<file path="src/rtl/keyed_table_insert_delete_top_defines.svh">
// Assertion macros shared by the top level.
`ifndef KEYED_TABLE_INSERT_DELETE_TOP_DEFINES_SVH
`define KEYED_TABLE_INSERT_DELETE_TOP_DEFINES_SVH

// Same-cycle implication, disabled while in reset.
`define KTID_ASSERT_NOW(label, ante, cons, msg) \
    label: assert property (@(posedge aclk) disable iff (!aresetn) (ante) |-> (cons)) \
        else $error(msg);

// Next-cycle implication, disabled while in reset.
`define KTID_ASSERT_NEXT(label, ante, cons, msg) \
    label: assert property (@(posedge aclk) disable iff (!aresetn) (ante) |=> (cons)) \
        else $error(msg);

`endif

</file>
<file path="src/rtl/ktid_pkg.sv">
`timescale 1ns / 1ps

package ktid_pkg;

    localparam int CAPACITY = 64;
    localparam int ADDR_W   = $clog2(CAPACITY);
    localparam int CNT_W    = $clog2(CAPACITY + 1);

    localparam int OP_W     = 3;
    localparam int WORD_W   = 32;
    localparam int STATUS_W = 2;
    localparam int SLOT_W   = 6;
    localparam int OCC_W    = 7;

    localparam int IN_BITS  = OP_W + 4 * WORD_W;
    localparam int IN_W     = ((IN_BITS + 7) / 8) * 8;
    localparam int OUT_BITS = STATUS_W + SLOT_W + 3 * WORD_W + OCC_W;
    localparam int OUT_W    = ((OUT_BITS + 7) / 8) * 8;

    localparam logic [OP_W-1:0] OP_INSERT = 3'd0;
    localparam logic [OP_W-1:0] OP_UPDATE = 3'd1;
    localparam logic [OP_W-1:0] OP_LOOKUP = 3'd2;
    localparam logic [OP_W-1:0] OP_DELETE = 3'd3;
    localparam logic [OP_W-1:0] OP_LIST   = 3'd4;

    localparam logic [STATUS_W-1:0] ST_OK        = 2'd0;
    localparam logic [STATUS_W-1:0] ST_NOT_FOUND = 2'd1;
    localparam logic [STATUS_W-1:0] ST_DUPLICATE = 2'd2;
    localparam logic [STATUS_W-1:0] ST_FULL      = 2'd3;

    typedef struct packed {
        logic [WORD_W-1:0] qty;
        logic [WORD_W-1:0] price;
        logic [WORD_W-1:0] key;
    } entry_t;

    typedef enum logic [2:0] {
        RES_FULL,
        RES_NOT_FOUND,
        RES_INSERT,
        RES_UPDATE,
        RES_HIT
    } res_kind_t;

    typedef enum logic [1:0] {
        WR_NONE,
        WR_INSERT,
        WR_UPDATE,
        WR_SHIFT
    } wr_kind_t;

    typedef struct packed {
        logic      load;
        logic      idx_inc;
        logic      rd_en;
        logic      rd_next;
        wr_kind_t  wr_kind;
        logic      cnt_inc;
        logic      cnt_dec;
        logic      res_set;
        res_kind_t res_kind;
        logic      out_load;
    } dp_cmd_t;

    typedef struct packed {
        logic [OP_W-1:0] op;
        logic            idx_end;
        logic            shift_end;
        logic            full;
        logic            empty;
        logic            hit;
        logic            res_last;
        logic            out_free;
    } dp_stat_t;

endpackage

</file>
<file path="src/rtl/ktid_ctrl.sv">
`timescale 1ns / 1ps

module ktid_ctrl (
    input  logic               aclk,
    input  logic               aresetn,
    input  logic               s_tvalid,
    output logic               s_tready,
    input  ktid_pkg::dp_stat_t stat,
    output ktid_pkg::dp_cmd_t  cmd
);
    import ktid_pkg::*;

    typedef enum logic [8:0] {
        ST_IDLE      = 9'b000000001,
        ST_DISPATCH  = 9'b000000010,
        ST_SRCH_RD   = 9'b000000100,
        ST_SRCH_CMP  = 9'b000001000,
        ST_SHIFT_RD  = 9'b000010000,
        ST_SHIFT_WR  = 9'b000100000,
        ST_LIST_RD   = 9'b001000000,
        ST_LIST_CAP  = 9'b010000000,
        ST_OUT       = 9'b100000000
    } state_t;

    state_t state_reg, state_next;

    assign s_tready = (state_reg == ST_IDLE);

    always_ff @(posedge aclk) begin
        if (!aresetn) begin
            state_reg <= ST_IDLE;
        end else begin
            state_reg <= state_next;
        end
    end

    always_comb begin
        state_next = state_reg;
        cmd        = '0;
        cmd.wr_kind  = WR_NONE;
        cmd.res_kind = RES_HIT;
        case (state_reg)
            ST_IDLE: begin
                if (s_tvalid) begin
                    cmd.load   = 1'b1;
                    state_next = ST_DISPATCH;
                end
            end
            ST_DISPATCH: begin
                case (stat.op)
                    OP_INSERT: begin
                        if (stat.full) begin
                            cmd.res_set  = 1'b1;
                            cmd.res_kind = RES_FULL;
                            state_next   = ST_OUT;
                        end else begin
                            state_next = ST_SRCH_RD;
                        end
                    end
                    OP_UPDATE, OP_LOOKUP, OP_DELETE: state_next = ST_SRCH_RD;
                    OP_LIST: begin
                        if (stat.empty) begin
                            cmd.res_set  = 1'b1;
                            cmd.res_kind = RES_NOT_FOUND;
                            state_next   = ST_OUT;
                        end else begin
                            state_next = ST_LIST_RD;
                        end
                    end
                    default: state_next = ST_IDLE;
                endcase
            end
            ST_SRCH_RD: begin
                if (stat.idx_end) begin
                    cmd.res_set = 1'b1;
                    if (stat.op == OP_INSERT) begin
                        cmd.wr_kind  = WR_INSERT;
                        cmd.cnt_inc  = 1'b1;
                        cmd.res_kind = RES_INSERT;
                    end else begin
                        cmd.res_kind = RES_NOT_FOUND;
                    end
                    state_next = ST_OUT;
                end else begin
                    cmd.rd_en  = 1'b1;
                    state_next = ST_SRCH_CMP;
                end
            end
            ST_SRCH_CMP: begin
                if (stat.hit) begin
                    cmd.res_set  = 1'b1;
                    cmd.res_kind = RES_HIT;
                    state_next   = ST_OUT;
                    if (stat.op == OP_UPDATE) begin
                        cmd.wr_kind  = WR_UPDATE;
                        cmd.res_kind = RES_UPDATE;
                    end else if (stat.op == OP_DELETE) begin
                        state_next = ST_SHIFT_RD;
                    end
                end else begin
                    cmd.idx_inc = 1'b1;
                    state_next  = ST_SRCH_RD;
                end
            end
            ST_SHIFT_RD: begin
                if (stat.shift_end) begin
                    cmd.cnt_dec = 1'b1;
                    state_next  = ST_OUT;
                end else begin
                    cmd.rd_en   = 1'b1;
                    cmd.rd_next = 1'b1;
                    state_next  = ST_SHIFT_WR;
                end
            end
            ST_SHIFT_WR: begin
                cmd.wr_kind = WR_SHIFT;
                cmd.idx_inc = 1'b1;
                state_next  = ST_SHIFT_RD;
            end
            ST_LIST_RD: begin
                cmd.rd_en  = 1'b1;
                state_next = ST_LIST_CAP;
            end
            ST_LIST_CAP: begin
                cmd.res_set  = 1'b1;
                cmd.res_kind = RES_HIT;
                state_next   = ST_OUT;
            end
            ST_OUT: begin
                if (stat.out_free) begin
                    cmd.out_load = 1'b1;
                    if (stat.op == OP_LIST && !stat.res_last) begin
                        cmd.idx_inc = 1'b1;
                        state_next  = ST_LIST_RD;
                    end else begin
                        state_next = ST_IDLE;
                    end
                end
            end
            default: state_next = ST_IDLE;
        endcase
    end

endmodule

</file>
<file path="config.mk">
export PLATFORM = sky130hd
export DESIGN_NAME = ktid_ctrl
export DESIGN_NICKNAME = d
export VERILOG_FILES = /design/src/rtl/keyed_table_insert_delete_top_defines.svh /design/src/rtl/ktid_pkg.sv /design/src/rtl/ktid_ctrl.sv
export SDC_FILE = /design/constraint.sdc
export NUM_CORES = 1
export LEC_CHECK = 0
export ABC_AREA = 1
export BUFFER_PORTS_ARGS = -buffer_cell sky130_fd_sc_hd__buf_2
export CAP_MARGIN = 20
export CORE_ASPECT_RATIO = 1.25
export CORE_UTILIZATION = 33
export DETAILED_ROUTE_END_ITERATION = 8
export GPL_TIMING_DRIVEN = 0
export HOLD_SLACK_MARGIN = 0.02
export MAX_ROUTING_LAYER = met4
export PLACE_DENSITY = 0.55
export SLEW_MARGIN = 15
export SYNTH_ARGS = -nofsm -noshare
export SYNTH_HDL_FRONTEND = slang
export SYNTH_SLANG_ARGS = --single-unit
</file>
<file path="constraint.sdc">
create_clock -name aclk -period 1.8 [get_ports aclk]
set_input_delay 0.27 -clock aclk [delete_from_list [all_inputs] [get_ports aclk]]
set_output_delay 0.27 -clock aclk [all_outputs]
set_load 0.05 [all_outputs]
</file>
Word-level counts from Yosys, hierarchy flattened
Index checks and enable logic that the tools add are counted.
Operators by class
  reduce and logical (&&, ||, !) cells: 5
  mux-type cells: 40
  equality and inequality tests: 15
Operators with widths (count)
  2-to-1 mux 9 bit: 9
  case mux 9 bit (9 select lines): 1
  case mux 9 bit (3 select lines): 1
  2-to-1 mux 4 bit: 4
  case mux 4 bit (4 select lines): 1
  2-to-1 mux 1 bit: 12
  2-to-1 mux 2 bit: 6
  equality test 9 x 1 -> 1 bit, second input constant: 1
  equality test 9 x 2 -> 1 bit, second input constant: 1
  equality test 9 x 3 -> 1 bit, second input constant: 1
  equality test 9 x 4 -> 1 bit, second input constant: 1
  equality test 9 x 5 -> 1 bit, second input constant: 1
  equality test 9 x 6 -> 1 bit, second input constant: 1
  equality test 9 x 7 -> 1 bit, second input constant: 1
  equality test 9 x 8 -> 1 bit, second input constant: 1
  equality test 9 bit, second input constant: 1
  case mux 4 bit (2 select lines): 1
  2-to-1 mux 7 bit: 1
  equality test 3 x 2 -> 1 bit, second input constant: 2
  case mux 1 bit (3 select lines): 2
  case mux 2 bit (3 select lines): 1
  != test 2 bit, second input constant: 2
  equality test 3 x 1 -> 1 bit, second input constant: 1
  equality test 3 bit, second input constant: 1
  other kinds (6): 6
Word-level totals
  output and inout bits: 14
  register bits: 9
  logic and storage cells: 61
  bits of input ports: 13

Logic depth before layout (Yosys ltp)
  depth in word-level cells: 5
  mapped depth: 11
  depth with buffers taken out: 11

Least setup slack after synthesis
No wires, ideal clock.
  path type: reg2out
  start point: register state_reg[2]
  end point: output cmd[10] in the netlist's numbering
  setup slack: -459 ps
  stages on the path, launching flop included: 8
  path buffers: 0
  data required time: 1530 ps
  data arrival time: 1989 ps
  cells stage by stage: dfxtp_1 nor2_4 nand2_4 nor2_4 nand2_1 nor2_1 inv_1 nand3_1
RTL lines
  start: declaration: line ktid_ctrl.sv:25  | state_t state_reg, state_next;
  start signal: assignment: line ktid_ctrl.sv:33  | state_reg <= state_next;
  end: declaration: line ktid_ctrl.sv:9  | output ktid_pkg::dp_cmd_t cmd

==> results.json <==
{
  "synth.area.top_cells": "dfxtp_1 21%, nand2_1 13%, nor2_1 10%",
  "io_buffers": 26,
  "max_freq_mhz": 545,
  "grt-ovfl-total": 0,
  "status": "finished with violations",
  "violations": "negative setup slack",
  "cts_buffer_depth": 2,
  "drive_gt1_frac": 0.500,
  "relSlewSlack": 0.590,
  "ant_nets": 0,
  "fin_worst_skew_ns": 0.00503,
  "crit_chain": "nor2_4, nand2_4, nor3_4, nand3_4, nor2_4, inv_2, nand2_2, buf_8",
  "cts_tree": "yes",
  "crit_arrival_ns": 1.57,
  "clk_pin_slew_ns": 0.07,
  "max_cap_viol_count": 0,
  "synth_nets": 153,
  "drc": 0,
  "synthArstFlopShare": 0,
  "critPathMaxFanout": 4,
  "tightestPinTransition_ns": 0.610,
  "dp.cells": 199,
  "holdWs_ns": 0.221,
  "max_stage_delay_ns": 0.33,
  "yosys_register_bits": 9,
  "initial_core_util": 0.346,
  "critPathRequiredTime_ns": 1.53,
  "grt_pass1_wl_um": 3970,
  "slew_viol_final": 0,
  "final_hold_viol_count": 0,
  "clock-sinks": 9,
  "viasPerCell": 4.65,
  "die_h_um": 58.4,
  "synth_flop_cell": "dfxtp_1",
  "fin_cells": 209,
  "cellLeakagePower_nw": 0.636,
  "wl_per_cell_um": 11.3,
  "route.final.wire_length_um": 2360,
  "syn2layout_area_growth_pct": 48.3,
  "rows": 20,
  "synth.top_cell.area_share": 0.215,
  "rsz0062_at_grt": "true",
  "ys_types": 26,
  "dieArea_um2": 2750,
  "synth_cells": 140,
  "synth_top_cell_by_area": "dfxtp_1",
  "multi_input_area_um2": 642,
  "critPathMostFrequentCell": "nor2_4",
  "placed_area_um2": 1040,
  "seq_area_frac_synth": 0.215,
  "yosysWarnings": 0,
  "grt_max_degree": 8,
  "hold_class": "in -> reg",
  "vias": 971,
  "crit_slowest_cell": "dfxtp_2",
  "drt_iter0_drc": 17,
  "grt_pass1_vias": 939,
  "start_kind": "register",
  "synth_edf_count": 0,
  "antenna_cells": 0,
  "period_needed_ns": 1.84,
  "dp_hpwl_um": 1850,
  "syn_area_per_cell_um2": 6.00,
  "final_area_um2": 1240,
  "cts-buffers-inserted": 3,
  "vdd_drop_max_v": 0.000177,
  "setup_violations": 6,
  "nFillCells": 260,
  "largest_reg_flops": 9,
  "place_congestion": 0.803,
  "timing.final.crit_share": 1.02,
  "netlist_area_um2": 840,
  "insertion_delay_ns": 0.26,
  "end_kind": "primary output",
  "fin_ws_ns": -0.0362,
  "core_um2": 2430,
  "powerDensity_nw_per_um2": 433,
  "die_w_um": 47.1,
  "synth.most_common_cell": "nand2_1",
  "cts_root_buf": "clkbuf_4",
  "dr.pass1.iters": 4,
  "crit_type": "reg -> out",
  "ios": 27,
  "antenna_found_initial": 0,
  "ctsHtreeMaxLevel": 1,
  "netlist_top_cells_count": "29 x nand2_1, 23 x nor2_1, 21 x inv_1",
  "fin_nets": 190,
  "seqCellArea_um2": 193,
  "grt_use_total": 0.203
}
==> final timing paths <==
| check | start | end | slack, ns | cells after the start |
|---|---|---|---|---|
| worst min register to register | state_reg[1] | state_reg[0] | 0.61 | 3 |
| worst max-delay path | state_reg[5] | cmd[2] | -0.04 | 8 |
| worst max register to register | state_reg[5] | state_reg[6] | 0.40 | 8 |
| worst min-delay path | aresetn | state_reg[0] | 0.22 | 2 |
==> layer usage <==
metal	global-route usage	vias up	share of wire
met2	0.349	25	0.54
met3	0.0215	4	0.039
met5	-	-	0
li1	-	513	-
met1	0.232	429	0.40
met4	0.0816	0	0.019
==> report_power, final <==
| group | total, W | internal (W) | switching (W) |
|---|---|---|---|
| Sequential | 0.000211 | 0.000204 | 0.00000733 |
| Combinational | 0.000168 | 0.0000544 | 0.000114 |
| Clock | 0.000160 | 0.0000855 | 0.0000743 |
==> worst max-delay path, delay by kind of cell, from the launching register on <==
family	cells	cell delay, ns
buffers and inverters	2	0.19
DFF	1	0.33
and+or+nand+nor	6	0.78
==> area by class of cell <==
cell class,count,area share
multi-input combinational,103,0.516
timing repair buffer,32,0.188
sequential,9,0.155
inverter,28,0.0874
tap,33,0.0332
clock buffer,4,0.0211
==> repair_timing <==
item	CTS	global route
endpoints found under the setup margin	11	13
gates resized for setup	36	11
pin swaps	12	2
buffers inserted	5	1
hold buffers	0	0
==> cells by family after synthesis <==
family                 Yosys count  share of synthesized area
and+or+nand+nor                 91                      0.554
buffers and inverters           28                      0.127
DFF                              9                      0.215
AOI/OAI and AO/OA               12                      0.104
==> per-stage QoR <==
step,power [W],TNS [ns],utilization,setup slack (ns)
5_1_grt,0.000563,-0.728,0.513,-0.109
3_3_place_gp,0.000370,0,0.427,0.0679
4_1_cts,0.000541,-0.0906,0.499,-0.0231
6_report,0.000539,-0.131,0.513,-0.0362
2_1_floorplan,0.000330,-0.417,-,-0.107
3_5_place_dp,0.000372,0,0.427,0.0483
==> cell usage in the layout (no fill, tap or decap), types with 5 or more instances in the layout <==
master / count
inv_1: 19
nand2_1: 24
buf_2: 16
nor2_4: 8
nor2_1: 20
inv_2: 7
nor2_2: 5
nand3_1: 9
buf_4: 9
buf_6: 5
nand2_2: 11
dfxtp_2: 7
No activity file was read; power rests on OpenSTA's default activity.
